==> src/rtl/core/mmiw_pkg.sv <==
// shared types for the minimum modular inverse witness search
// controller/datapath command and status structs and the controller state enum
// no dependencies
package mmiw_pkg;

   typedef enum logic [2:0] {
      ST_IDLE,
      ST_CHECK,
      ST_MOD,
      ST_SEARCH,
      ST_DIV,
      ST_NEXT,
      ST_DONE
   } state_type;

   typedef struct packed {
      logic load;
      logic mod_start;
      logic div_step;
      logic search_init;
      logic search_step;
      logic t_start;
      logic update;
      logic next_k;
      logic publish;
   } cmd_type;

   typedef struct packed {
      logic skip;
      logic div_done;
      logic hit;
      logic miss;
      logic last_k;
      logic rsp_full;
   } status_type;

endpackage

==> src/rtl/core/mmiw_datapath.sv <==
// datapath: shared restoring divider, inverse search by accumulation, best tracking
// and the result register; depends on mmiw_pkg for command and status structs
module mmiw_datapath
   import mmiw_pkg::*;
#(
   parameter int MOD_BITS  = 32,
   parameter int MULT_BITS = 8
) (
   input  logic                 clock,
   input  logic                 reset,
   input  cmd_type              cmd,
   output status_type           status,
   input  logic [31:0]          req_modulus,
   input  logic [MULT_BITS-1:0] max_mult,
   input  logic                 rsp_stall,
   output logic                 rsp_valid,
   output logic                 rsp_found,
   output logic [7:0]           rsp_best_multiplier,
   output logic [30:0]          rsp_best_offset,
   output logic [39:0]          rsp_product,
   output logic                 rsp_sign_plus,
   output logic [7:0]           rsp_quotient
);

   localparam int MB = MOD_BITS;
   localparam int KB = MULT_BITS;
   localparam int WB = MOD_BITS + MULT_BITS;
   localparam int CB = $clog2(WB + 1);

   logic [63:0]   req_wide;
   logic [MB-1:0] r_ff, r_in;
   logic [KB-1:0] k_ff, k_in;
   logic [WB-1:0] kr_ff, kr_in;
   logic [WB-1:0] num_ff, num_in;
   logic [KB-1:0] drem_ff, drem_in;
   logic [CB-1:0] cnt_ff, cnt_in;
   logic [KB-1:0] a_ff, a_in;
   logic [KB-1:0] j_ff, j_in;
   logic [KB-1:0] acc_ff, acc_in;
   logic [WB-1:0] jr_ff, jr_in;
   logic [WB-1:0] ckt_ff, ckt_in;
   logic          cplus_ff, cplus_in;
   logic [KB-1:0] cq_ff, cq_in;
   logic          found_ff, found_in;
   logic [KB-1:0] bk_ff, bk_in;
   logic [MB-2:0] bt_ff, bt_in;
   logic [WB-1:0] bkt_ff, bkt_in;
   logic          bplus_ff, bplus_in;
   logic [KB-1:0] bq_ff, bq_in;
   logic          vld_ff, vld_in;
   logic          o_found_ff, o_found_in;
   logic [KB-1:0] o_k_ff, o_k_in;
   logic [MB-2:0] o_t_ff, o_t_in;
   logic [WB-1:0] o_kt_ff, o_kt_in;
   logic          o_plus_ff, o_plus_in;
   logic [KB-1:0] o_q_ff, o_q_in;

   logic [KB:0]   trial;
   logic [KB:0]   acc_sum;
   logic [WB-1:0] num_a, num_b;
   logic          use_a;
   logic [MB-2:0] t_val;
   logic          r_two;
   logic [63:0]   t_wide, kt_wide;

   assign req_wide = 64'(req_modulus);
   assign trial    = {drem_ff, num_ff[WB-1]};
   assign acc_sum  = {1'b0, acc_ff} + {1'b0, a_ff};
   // k*inv = j*r + 1 and k*(r - inv) = (k - j)*r - 1
   assign num_a    = jr_ff + WB'(1);
   assign num_b    = kr_ff - jr_ff - WB'(1);
   assign use_a    = num_a < num_b;
   assign t_val    = num_ff[MB-2:0];
   assign r_two    = r_ff == MB'(2);

   always_comb begin
      status.skip     = (r_ff <= MB'(1)) || (max_mult < KB'(2));
      status.div_done = cnt_ff == '0;
      status.hit      = acc_ff == (k_ff - KB'(1));
      status.miss     = j_ff == (k_ff - KB'(1));
      status.last_k   = k_ff >= max_mult;
      status.rsp_full = vld_ff && rsp_stall;
   end

   always_comb begin
      r_in = r_ff; k_in = k_ff; kr_in = kr_ff;
      num_in = num_ff; drem_in = drem_ff; cnt_in = cnt_ff;
      a_in = a_ff; j_in = j_ff; acc_in = acc_ff; jr_in = jr_ff;
      ckt_in = ckt_ff; cplus_in = cplus_ff; cq_in = cq_ff;
      found_in = found_ff; bk_in = bk_ff; bt_in = bt_ff;
      bkt_in = bkt_ff; bplus_in = bplus_ff; bq_in = bq_ff;
      if (cmd.load) begin
         r_in     = req_wide[MB-1:0];
         k_in     = KB'(2);
         kr_in    = WB'(req_wide[MB-1:0]) << 1;
         found_in = 1'b0;
         bk_in    = '0;
         bt_in    = '0;
         bkt_in   = '0;
         bplus_in = 1'b0;
         bq_in    = '0;
      end
      if (cmd.mod_start) begin
         num_in  = WB'(r_ff);
         drem_in = '0;
         cnt_in  = CB'(WB);
      end
      if (cmd.div_step) begin
         if (trial >= {1'b0, k_ff}) begin
            drem_in = KB'(trial - {1'b0, k_ff});
            num_in  = {num_ff[WB-2:0], 1'b1};
         end else begin
            drem_in = trial[KB-1:0];
            num_in  = {num_ff[WB-2:0], 1'b0};
         end
         cnt_in = cnt_ff - CB'(1);
      end
      if (cmd.search_init) begin
         a_in   = drem_ff;
         j_in   = '0;
         acc_in = '0;
         jr_in  = '0;
      end
      if (cmd.search_step) begin
         j_in   = j_ff + KB'(1);
         jr_in  = jr_ff + WB'(r_ff);
         acc_in = (acc_sum >= {1'b0, k_ff}) ? KB'(acc_sum - {1'b0, k_ff}) : acc_sum[KB-1:0];
      end
      if (cmd.t_start) begin
         num_in  = use_a ? num_a : num_b;
         drem_in = '0;
         cnt_in  = CB'(WB);
         ckt_in  = use_a ? num_a : num_b;
         // the r-1 residue is tested first, so modulus two always reads as minus
         if (use_a && !r_two) begin
            cplus_in = 1'b1;
            cq_in    = j_ff;
         end else if (use_a) begin
            cplus_in = 1'b0;
            cq_in    = j_ff + KB'(1);
         end else begin
            cplus_in = 1'b0;
            cq_in    = k_ff - j_ff;
         end
      end
      if (cmd.update && (!found_ff || t_val < bt_ff)) begin
         found_in = 1'b1;
         bk_in    = k_ff;
         bt_in    = t_val;
         bkt_in   = ckt_ff;
         bplus_in = cplus_ff;
         bq_in    = cq_ff;
      end
      if (cmd.next_k) begin
         k_in  = k_ff + KB'(1);
         kr_in = kr_ff + WB'(r_ff);
      end
   end

   always_comb begin
      vld_in     = vld_ff && rsp_stall;
      o_found_in = o_found_ff;
      o_k_in     = o_k_ff;
      o_t_in     = o_t_ff;
      o_kt_in    = o_kt_ff;
      o_plus_in  = o_plus_ff;
      o_q_in     = o_q_ff;
      if (cmd.publish) begin
         vld_in     = 1'b1;
         o_found_in = found_ff;
         o_k_in     = bk_ff;
         o_t_in     = bt_ff;
         o_kt_in    = bkt_ff;
         o_plus_in  = bplus_ff;
         o_q_in     = bq_ff;
      end
   end

   always_ff @(posedge clock) begin
      if (reset) begin
         vld_ff <= 1'b0;
         cnt_ff <= '0;
      end else begin
         vld_ff <= vld_in;
         cnt_ff <= cnt_in;
      end
   end

   always_ff @(posedge clock) begin
      r_ff <= r_in; k_ff <= k_in; kr_ff <= kr_in;
      num_ff <= num_in; drem_ff <= drem_in;
      a_ff <= a_in; j_ff <= j_in; acc_ff <= acc_in; jr_ff <= jr_in;
      ckt_ff <= ckt_in; cplus_ff <= cplus_in; cq_ff <= cq_in;
      found_ff <= found_in; bk_ff <= bk_in; bt_ff <= bt_in;
      bkt_ff <= bkt_in; bplus_ff <= bplus_in; bq_ff <= bq_in;
      o_found_ff <= o_found_in; o_k_ff <= o_k_in; o_t_ff <= o_t_in;
      o_kt_ff <= o_kt_in; o_plus_ff <= o_plus_in; o_q_ff <= o_q_in;
   end

   assign t_wide              = 64'(o_t_ff);
   assign kt_wide             = 64'(o_kt_ff);
   assign rsp_valid           = vld_ff;
   assign rsp_found           = o_found_ff;
   assign rsp_best_multiplier = 8'(o_k_ff);
   assign rsp_best_offset     = t_wide[30:0];
   assign rsp_product         = kt_wide[39:0];
   assign rsp_sign_plus       = o_plus_ff;
   assign rsp_quotient        = 8'(o_q_ff);

endmodule

==> src/rtl/core/mmiw_controller.sv <==
// controller state machine sequencing the per-multiplier search
// depends on mmiw_pkg for state, command and status types
module mmiw_controller
   import mmiw_pkg::*;
(
   input  logic       clock,
   input  logic       reset,
   input  logic       req_valid,
   output logic       req_stall,
   input  status_type status,
   output cmd_type    cmd
);

   state_type state_ff, state_in;

   always_comb begin
      state_in = state_ff;
      case (state_ff)
         ST_IDLE:   if (req_valid) state_in = ST_CHECK;
         ST_CHECK:  state_in = status.skip ? ST_DONE : ST_MOD;
         ST_MOD:    if (status.div_done) state_in = ST_SEARCH;
         ST_SEARCH: begin
            if (status.hit) state_in = ST_DIV;
            else if (status.miss) state_in = ST_NEXT;
         end
         ST_DIV:    if (status.div_done) state_in = ST_NEXT;
         ST_NEXT:   state_in = status.last_k ? ST_DONE : ST_CHECK;
         ST_DONE:   if (!status.rsp_full) state_in = ST_IDLE;
         default:   state_in = ST_IDLE;
      endcase
   end

   always_comb begin
      cmd       = '0;
      req_stall = 1'b1;
      case (state_ff)
         ST_IDLE: begin
            req_stall = 1'b0;
            cmd.load  = req_valid;
         end
         ST_CHECK:  cmd.mod_start = !status.skip;
         ST_MOD: begin
            cmd.search_init = status.div_done;
            cmd.div_step    = !status.div_done;
         end
         ST_SEARCH: begin
            cmd.t_start     = status.hit;
            cmd.search_step = !status.hit && !status.miss;
         end
         ST_DIV: begin
            cmd.update   = status.div_done;
            cmd.div_step = !status.div_done;
         end
         ST_NEXT:   cmd.next_k  = !status.last_k;
         ST_DONE:   cmd.publish = !status.rsp_full;
         default:   cmd = '0;
      endcase
   end

   always_ff @(posedge clock) begin
      if (reset) begin
         state_ff <= ST_IDLE;
      end else begin
         state_ff <= state_in;
      end
   end

endmodule

==> src/rtl/core/min_modular_inverse_witness.sv <==
// each k runs the shared bit-serial divider for r mod k, then an accumulate search over j up to
// k - 1 for the inverse; only when one is found does the divider run again for t = k*t / k
// one request is worked at a time; the next is taken while a result waits in the output register
// reset is synchronous and active high: max_multiplier returns to 20, no result pending
// top level: controller + datapath, csr register; depends on mmiw_pkg
module min_modular_inverse_witness
   import mmiw_pkg::*;
#(
   parameter int MOD_BITS  = 32,
   parameter int MULT_BITS = 8
) (
   input  logic        clock,
   input  logic        reset,
   input  logic        csr_wr_en,
   input  logic [7:0]  csr_wr_data,
   input  logic        req_valid,
   output logic        req_stall,
   input  logic [31:0] req_modulus,
   output logic        rsp_valid,
   input  logic        rsp_stall,
   output logic        rsp_found,
   output logic [7:0]  rsp_best_multiplier,
   output logic [30:0] rsp_best_offset,
   output logic [39:0] rsp_product,
   output logic        rsp_sign_plus,
   output logic [7:0]  rsp_quotient
);

   localparam int ResetMax = 20;

   logic [MULT_BITS-1:0] max_ff, max_in;
   cmd_type              cmd;
   status_type           status;

   assign max_in = csr_wr_en ? csr_wr_data[MULT_BITS-1:0] : max_ff;

   always_ff @(posedge clock) begin
      if (reset) begin
         max_ff <= MULT_BITS'(ResetMax);
      end else begin
         max_ff <= max_in;
      end
   end

   mmiw_controller u_ctrl (
      .clock     (clock),
      .reset     (reset),
      .req_valid (req_valid),
      .req_stall (req_stall),
      .status    (status),
      .cmd       (cmd)
   );

   mmiw_datapath #(
      .MOD_BITS  (MOD_BITS),
      .MULT_BITS (MULT_BITS)
   ) u_dp (
      .clock               (clock),
      .reset               (reset),
      .cmd                 (cmd),
      .status              (status),
      .req_modulus         (req_modulus),
      .max_mult            (max_ff),
      .rsp_stall           (rsp_stall),
      .rsp_valid           (rsp_valid),
      .rsp_found           (rsp_found),
      .rsp_best_multiplier (rsp_best_multiplier),
      .rsp_best_offset     (rsp_best_offset),
      .rsp_product         (rsp_product),
      .rsp_sign_plus       (rsp_sign_plus),
      .rsp_quotient        (rsp_quotient)
   );

`ifndef SYNTHESIS
   a_busy_after_req: assert property (@(posedge clock) disable iff (reset)
      req_valid && !req_stall |=> req_stall)
      else $error("controller not busy after request");
   a_found_sane: assert property (@(posedge clock) disable iff (reset)
      rsp_valid && rsp_found |-> rsp_best_multiplier >= 8'd2 && rsp_best_offset != 31'd0)
      else $error("witness with bad multiplier or offset");
   a_empty_zero: assert property (@(posedge clock) disable iff (reset)
      rsp_valid && !rsp_found |-> rsp_product == 40'd0 && rsp_quotient == 8'd0)
      else $error("empty result carries data");
`endif

endmodule
==> config.mk <==
export PLATFORM = sky130hd
export DESIGN_NAME = min_modular_inverse_witness
export DESIGN_NICKNAME = d
export VERILOG_FILES = /design/src/rtl/core/mmiw_pkg.sv /design/src/rtl/core/mmiw_datapath.sv /design/src/rtl/core/mmiw_controller.sv /design/src/rtl/core/min_modular_inverse_witness.sv
export SDC_FILE = /design/constraint.sdc
export NUM_CORES = 1
export LEC_CHECK = 0
export BUFFER_PORTS_ARGS = -buffer_cell sky130_fd_sc_hd__buf_2
export CAP_MARGIN = 15
export CORE_MARGIN = 1.5
export CORE_UTILIZATION = 30
export DETAILED_ROUTE_END_ITERATION = 7
export SKIP_CTS_REPAIR_TIMING = 1
export SYNTH_ARGS = -nofsm -noshare
export SYNTH_HDL_FRONTEND = slang
export SYNTH_SLANG_ARGS = --single-unit
==> constraint.sdc <==
create_clock -name clock -period 5.55 [get_ports clock]
set_clock_uncertainty 0.05 [all_clocks]
set_input_delay 0.2775 -clock clock [delete_from_list [all_inputs] [get_ports clock]]
set_output_delay 0.2775 -clock clock [all_outputs]
set_load 0.01 [all_outputs]
==> reports/metrics.cfg, run 1 <==
[outcome]
status=completed

[cells_and_area]
regArea_sq_mm=0.01285
fillers=8754
multi_input_area_sq_mm=0.01275
syn2layout_area_growth_pct=16.07
stdcell_area_sq_mm=0.03065
drive_above_1_share_pct=11.42
nets=2954

[logic_synthesis]
syn_area_sq_mm=0.02641
ys_seq_elements=437
synth_cells=2501
ys.flop_type=edfxtp_1
ys_top_cells_by_area=edfxtp_1 47%, ha_1 10%, xnor2_1 4.5%
synth_cell_types=90
synth_edf_count=410
async_flop_share_pct=0
syn_avg_cell_area_sq_um=10.56
ys_seq_area_share_pct=48.67
synth_nets=2771
synth_top_area_share_pct=46.62
synth_warnings=0
synth_area_leader_cell=edfxtp_1

[routing]
drt_first_iter_violations=1235
routedWlPerCell_microns=17.66
routed_wl_microns=68560
dr.pass1.iters=5
vias=18940
antenna_left=0
viasPerCell=4.877
drc_errors=0

[hold_path]
holdCritPathClass=in2reg
hold_start=reset
hold_depth=2
holdPathEnd=max_ff[7]

[worst_setup_path]
required_ps=5840
path_max_fanout=8
critPathArrivalTime_ps=5560
reg2reg_depth=20
r2r_slack_ps=280
r2r_end=u_dp.num_ff[37]
cp-end-kind=flop
critPathLaunchType=flop
timing.rr.start=u_dp.kr_ff[17]
path_class=reg2reg

[grt]
grt_overflow_total=0
antenna_found_initial=7
grt_pass1_vias=18050
grt_max_degree=117
grt_usage_pct=14.96
grt_pass1_wl_microns=105100

[floorplan]
die-height_microns=299.7
dieArea_sq_mm=0.08981
die_w_microns=299.7
coreArea_sq_mm=0.08702
initial_core_util_pct=30.34
pin_count=136
num_rows=108

[sta]
clock.fmax_mhz=189.8
slew_headroom_pct=43.02
tightestPinTransition_ps=854.7
finalHoldViolCount=0
timing.final.crit_share_pct=94.96
rsz0062_at_grt=no
slew_viol_final=0
setup_viol=0
min_period_ps=5270

[power_and_ir_drop]
leakagePower_nw=11.94
power_frac_comb_pct=46.3
p_sw_share_pct=40.32
vdd_drop_max_mv=0.3026
clockPowerShare_pct=20.3
p_int_mw=9.542
p_sw_mw=6.448
pwr-share-seq_pct=33.5
total_power_mw=15.99
power_density_mw_per_mm2=521.7

[clock_network]
cts_sinks=437
clk_pin_slew_ps=60
clock_latency_ps=600
clk_path_buf_depth=3
cts_buffers=48
cts_tree=done
cts_root_buf=clkbuf_16
cts-htree-levels=2

[run]
cap_violations=0

[placement]
placed_cell_area_sq_mm=0.02850
io_buffer_count=135
gp_congestion=0.9225
dp_hpwl_microns=52270

## synth_stat cells, types with 15 or more instances
cell type / instances
edfxtp_1: 410
nand2_1: 228
ha_1: 218
nor2_1: 174
o21ai_0: 172
inv_1: 144
a21oi_1: 141
xnor2_1: 137
and2_1: 96
a21o_1: 77
clkbuf_1: 63
xor2_1: 60
nand3_1: 56
nor3_1: 44
mux2i_1: 40
nand4_1: 38
nor2b_1: 29
dfxtp_1: 27
nand2b_1: 25
a211oi_1: 23
and3_1: 20
o21a_1: 19
nor4_1: 17
o21bai_1: 17
buf_2: 15
## power groups by stage
| stage | Combinational (mW) | Clock, mW | Sequential (mW) |
|---|---|---|---|
| detailed placement | 7.17 | 0 | 5.41 |
| floorplan | 5.46 | 0 | 5.10 |
| global route | 8.31 | 3.45 | 5.43 |
| global placement | 7.12 | 0 | 5.39 |
| finish | 7.40 | 3.24 | 5.35 |
| CTS | 7.21 | 3.34 | 5.34 |
## layout make-up
cell class | instances | share of cell area (%)
Antenna cell | 5 | 0.04082
Clock buffer | 63 | 4.237
Clock inverter | 26 | 0.9838
Inverter | 145 | 1.780
Multi-Input combinational cell | 1835 | 41.61
Sequential cell | 437 | 41.93
Tap cell | 1155 | 4.715
Timing Repair Buffer | 217 | 4.707
## routing by layer
layer / GRT usage (%) / routed length (microns) / vias up
li1: - / - / 9509
met1: 22.14 / 34530 / 8945
met2: 22.41 / 29220 / 410
met3: 2.754 / 3467 / 68
met4: 3.535 / 1318 / 4
met5: 0 / 33 / -
## cell families (layout without fill, tap and decap cells)
group                      after synthesis  after routing  synth area share (%)
and+or+nand+nor                        774            776                 14.36
DFF                                    437            437                 48.67
other                                    0              5                     0
muxes                                   46             46                 1.772
adders and majority gates              225            225                 10.86
buffers and inverters                  231            451                 3.426
xor gates and xnor gates               200            200                 6.719
AOI/OAI and AO/OA                      588            588                 14.19
## how the worst max path moves through the flow
stage	from	slack, ps	depth (start not counted)	end
3_3_place_gp	u_dp.jr_ff[7]	-70	23	u_dp.num_ff[8]
2_1_floorplan	u_dp.jr_ff[6]	790	21	u_dp.cq_ff[2]
4_1_cts	u_dp.jr_ff[7]	-120	23	u_dp.num_ff[11]
6_report	u_dp.kr_ff[17]	280	20	u_dp.num_ff[37]
3_5_place_dp	u_dp.jr_ff[7]	-80	23	u_dp.num_ff[14]
5_1_grt	u_dp.jr_ff[13]	8	22	u_dp.num_ff[31]
## flip-flops by register name (all words and copies together), names as in the netlist, 3 cells and up
| signal | cells |
|---|---|
| u_ctrl.state_ff | 3 |
| u_dp.r_ff | 32 |
| u_dp.k_ff | 8 |
| u_dp.rsp_product | 40 |
| u_dp.acc_ff | 8 |
| u_dp.a_ff | 8 |
| u_dp.kr_ff | 40 |
| u_dp.cq_ff | 8 |
| u_dp.jr_ff | 40 |
| u_dp.cnt_ff | 6 |
| u_dp.bt_ff | 31 |
| u_dp.j_ff | 8 |
| u_dp.rsp_quotient | 8 |
| u_dp.bkt_ff | 40 |
| u_dp.rsp_best_multiplier | 8 |
| u_dp.num_ff | 40 |
| max_ff | 8 |
| u_dp.rsp_best_offset | 31 |
| u_dp.drem_ff | 8 |
| u_dp.bq_ff | 8 |
| u_dp.bk_ff | 8 |
| u_dp.ckt_ff | 40 |
## through the flow
step | setup WS, ps | hold WS, ps | utilization, % | setup TNS, ps | std cells
finish | 280.0 | 7.149 | 35.22 | 0 | 3883
global route | 7.575 | 16.80 | 35.22 | 0 | 3883
CTS | -124.0 | -215.8 | 34.59 | -1408 | 3826
detailed placement | -76.26 | 354.5 | 32.75 | -779.3 | 3737
global placement | -68.70 | 351.8 | 32.75 | -825.8 | 3737
floorplan | 787.2 | 326.4 | - | 0 | 2501
## critical path, cell delays in order (launching register included)
cell and delay (ps):
edfxtp_1 460, ha_1 430, and4_1 320, nor2b_1 150
a22oi_1 240, a31oi_1 180, buf_4 180, a211oi_2 270
nor2_1 90, a211oi_2 260, o21ba_2 190, o21bai_1 70
xnor2_1 130, ha_1 300, nand4_1 210, nor4_4 360
nand3_1 180, and4b_4 300, buf_4 150, mux2_2 270
a22o_1 200
## placed cells by master, fill, tap and decap left out, types with 10 or more instances in the layout
cell type	instances
a211oi_1	23
a21o_1	77
a21oi_1	138
a31oi_1	14
and2_1	96
and3_1	20
buf_2	135
buf_4	34
clkbuf_1	12
clkbuf_16	49
dfxtp_1	27
dlygate4sd3_1	44
edfxtp_1	410
ha_1	217
inv_1	144
mux2i_1	40
nand2_1	228
nand2b_1	23
nand3_1	56
nand4_1	38
nor2_1	173
nor2b_1	29
nor3_1	43
nor4_1	16
o211ai_1	14
o21a_1	19
o21ai_0	171
o21ai_1	10
o21bai_1	17
or3_1	11
xnor2_1	137
xor2_1	60
(Power assumes the default switching activity.)
==> run 2, diff against run 1 <==
CORE_UTILIZATION = 59   (was 30)
PLACE_DENSITY = 0.77   (was not set)
clock period = 6.63 ns   (was 5.55 ns; I/O delays follow)
==> run 2 against run 1 <==
  * Combinational power decreased by 18%
  * Sequential share of layout area increased by 1.7 points
  * Routed wire length decreased by 6.0%
  * Critical endpoint is now u_dp.num_ff[38]
  * Largest cell class unchanged
==> reports/metrics.cfg, run 2 (synthesis results as in run 1) <==
[routing]
dr.pass1.iters=6  ; +1
vias=19600  ; +3.5%
antenna_left=0  ; unchanged
routedWlPerCell_microns=19.64  ; +11%
drt_first_iter_violations=1955  ; +58%
routed_wl_microns=64420  ; -6.0%
drc_errors=0  ; unchanged
viasPerCell=5.977  ; +23%

[placement]
placed_cell_area_sq_mm=0.02764  ; -3.0%
dp_hpwl_microns=48580  ; -7.0%
io_buffer_count=135  ; unchanged
gp_congestion=0.9313  ; +0.95%

[power_and_ir_drop]
total_power_mw=12.96  ; -19%
leakagePower_nw=11.71  ; -1.9%
vdd_drop_max_mv=0.2862  ; -5.4%
power_density_mw_per_mm2=440.1  ; -16%

[clock_network]
cts-htree-levels=2  ; unchanged
cts_root_buf=clkbuf_16
cts_buffers=46  ; -4.2%
cts_sinks=437  ; unchanged
clock_latency_ps=580  ; -20 ps
clk_pin_slew_ps=60  ; about the same
clk_path_buf_depth=3  ; unchanged
cts_tree=done

[floorplan]
die-height_microns=214.6  ; -28%
initial_core_util_pct=59.71  ; +29 points
num_rows=77  ; -29%
coreArea_sq_mm=0.04422  ; -49%
dieArea_sq_mm=0.04604  ; -49%
die_w_microns=214.6  ; -28%
pin_count=136  ; unchanged

[cells_and_area]
stdcell_area_sq_mm=0.02945  ; -3.9%
nets=2925  ; -0.98%
final_common_cell=edfxtp_1
post-route-util_pct=66.61  ; +31 points
drive_above_1_share_pct=10.08  ; -1.3 points
fillers=3306  ; -62%
multi_input_area_sq_mm=0.01270  ; -0.40%
layout_common_cells=410 x edfxtp_1, 228 x nand2_1, 218 x ha_1
syn2layout_area_growth_pct=11.54
regArea_sq_mm=0.01285  ; unchanged
diodes=0  ; -5

[worst_setup_path]
timing.rr.start=u_dp.jr_ff[0]
critPathLaunchType=flop
path_class=reg2reg
r2r_slack_ps=1060  ; +780 ps
reg2reg_depth=24  ; +20%
cp-end-kind=flop
path_max_fanout=35  ; +27
critPathArrivalTime_ps=5960  ; +400 ps
r2r_end=u_dp.num_ff[38]
required_ps=7020  ; +1180 ps

[hold_path]
holdPathEnd=u_dp.rsp_valid
holdCritPathClass=in2reg
hold_depth=3  ; +1
hold_start=rsp_stall

[grt]
antenna_found_initial=0  ; -7
grt_max_degree=89  ; -24%
met1_usage_pct=43.81  ; +22 points
grt_overflow_total=0  ; unchanged
grt_pass1_vias=18190  ; +0.78%
top_usage_layer=met1
grt_use_met3_pct=4.000  ; +1.2 points
grt_usage_pct=27.72  ; +13 points
grt_pass1_wl_microns=100800  ; -4.1%
grt_use_met2_pct=39.12  ; +17 points

[sta]
slew_headroom_pct=41.34  ; -1.7 points
clock.fmax_mhz=179.6  ; -5.4%
tightestPinTransition_ps=877.9  ; +23.17 ps
timing.final.crit_share_pct=83.98  ; -11 points
setup_viol=0  ; unchanged
rsz0062_at_grt=no
slew_viol_final=0  ; unchanged
fin_setup_tns_ps=0  ; unchanged
finalHoldViolCount=0  ; unchanged
min_period_ps=5568  ; +298.0 ps

[run]
cap_violations=0  ; unchanged

[outcome]
status=completed

[run 2: cell types whose count changed in the layout (fill, tap and decap cells not counted), moves of 4 or more]
| cell | before | now |
|---|---|---|
| diode_2 | 5 | 0 |
| clkinv_1 | 5 | 15 |
| dlygate4sd3_1 | 44 | 40 |
| clkbuf_1 | 12 | 7 |
| clkinvlp_4 | 5 | 0 |
| buf_4 | 34 | 17 |
[run 2: power breakdown]
part | leakage (nW) | internal [mW] | switching (mW)
Clock | 0.690 | 1.39 | 1.04
Combinational | 6.95 | 2.31 | 3.73
Sequential | 4.08 | 3.94 | 0.550
Total | 11.7 | 7.64 | 5.32
[run 2: critical path: stages (launching register included)]
cell and delay, ps:
edfxtp_1 490, inv_1 120, ha_1 230, inv_1 70
fa_1 390, nand2b_1 180, a21oi_1 250, o211ai_1 150
a31oi_1 330, a211oi_2 170, nor2_1 150, a211oi_2 80
o21ba_2 220, o21bai_1 160, xnor2_1 90, ha_1 300
nand4_1 150, nor4_1 370, nand3_1 120, and4b_2 260
buf_4 240, a211oi_1 200, a21oi_1 60, a211oi_1 390
a22o_1 200
[run 2: cell type report]
type / instances / share of cell area [%]
Clock buffer: 53 / 3.997
Tap cell: 592 / 2.515
Clock inverter: 28 / 0.7944
Timing Repair Buffer: 192 / 4.086
Inverter: 145 / 1.852
Multi-Input combinational cell: 1833 / 43.12
Sequential cell: 437 / 43.63
[run 2: per-layer routing]
| layer | vias up | wire [microns] |
|---|---|---|
| met5 | - | 0 |
| met2 | 853 | 26340 |
| met4 | 0 | 1727 |
| met1 | 9239 | 30800 |
| li1 | 9406 | - |
| met3 | 105 | 5559 |
[run 2: worst max-delay path by stage]
stage	start	endpoint	slack, ps
3_5_place_dp	u_dp.jr_ff[0]	u_dp.num_ff[38]	1120
4_1_cts	u_dp.jr_ff[0]	u_dp.num_ff[38]	1090
3_3_place_gp	u_dp.jr_ff[0]	u_dp.num_ff[38]	1310
5_1_grt	u_dp.jr_ff[0]	u_dp.num_ff[38]	580
2_1_floorplan	u_ctrl.state_ff[2]	u_dp.rsp_best_multiplier[0]	840
6_report	u_dp.jr_ff[0]	u_dp.num_ff[38]	1060
[run 2: per-stage QoR]
step,instances,hold WS (ps),worst slack (ps)
after floorplan,2501,350.3,839.1
after global placement,3159,352.5,1307
after detailed placement,3159,354.5,1120
after CTS,3240,-143.8,1090
after global routing,3280,28.87,581.2
final,3280,33.22,1062
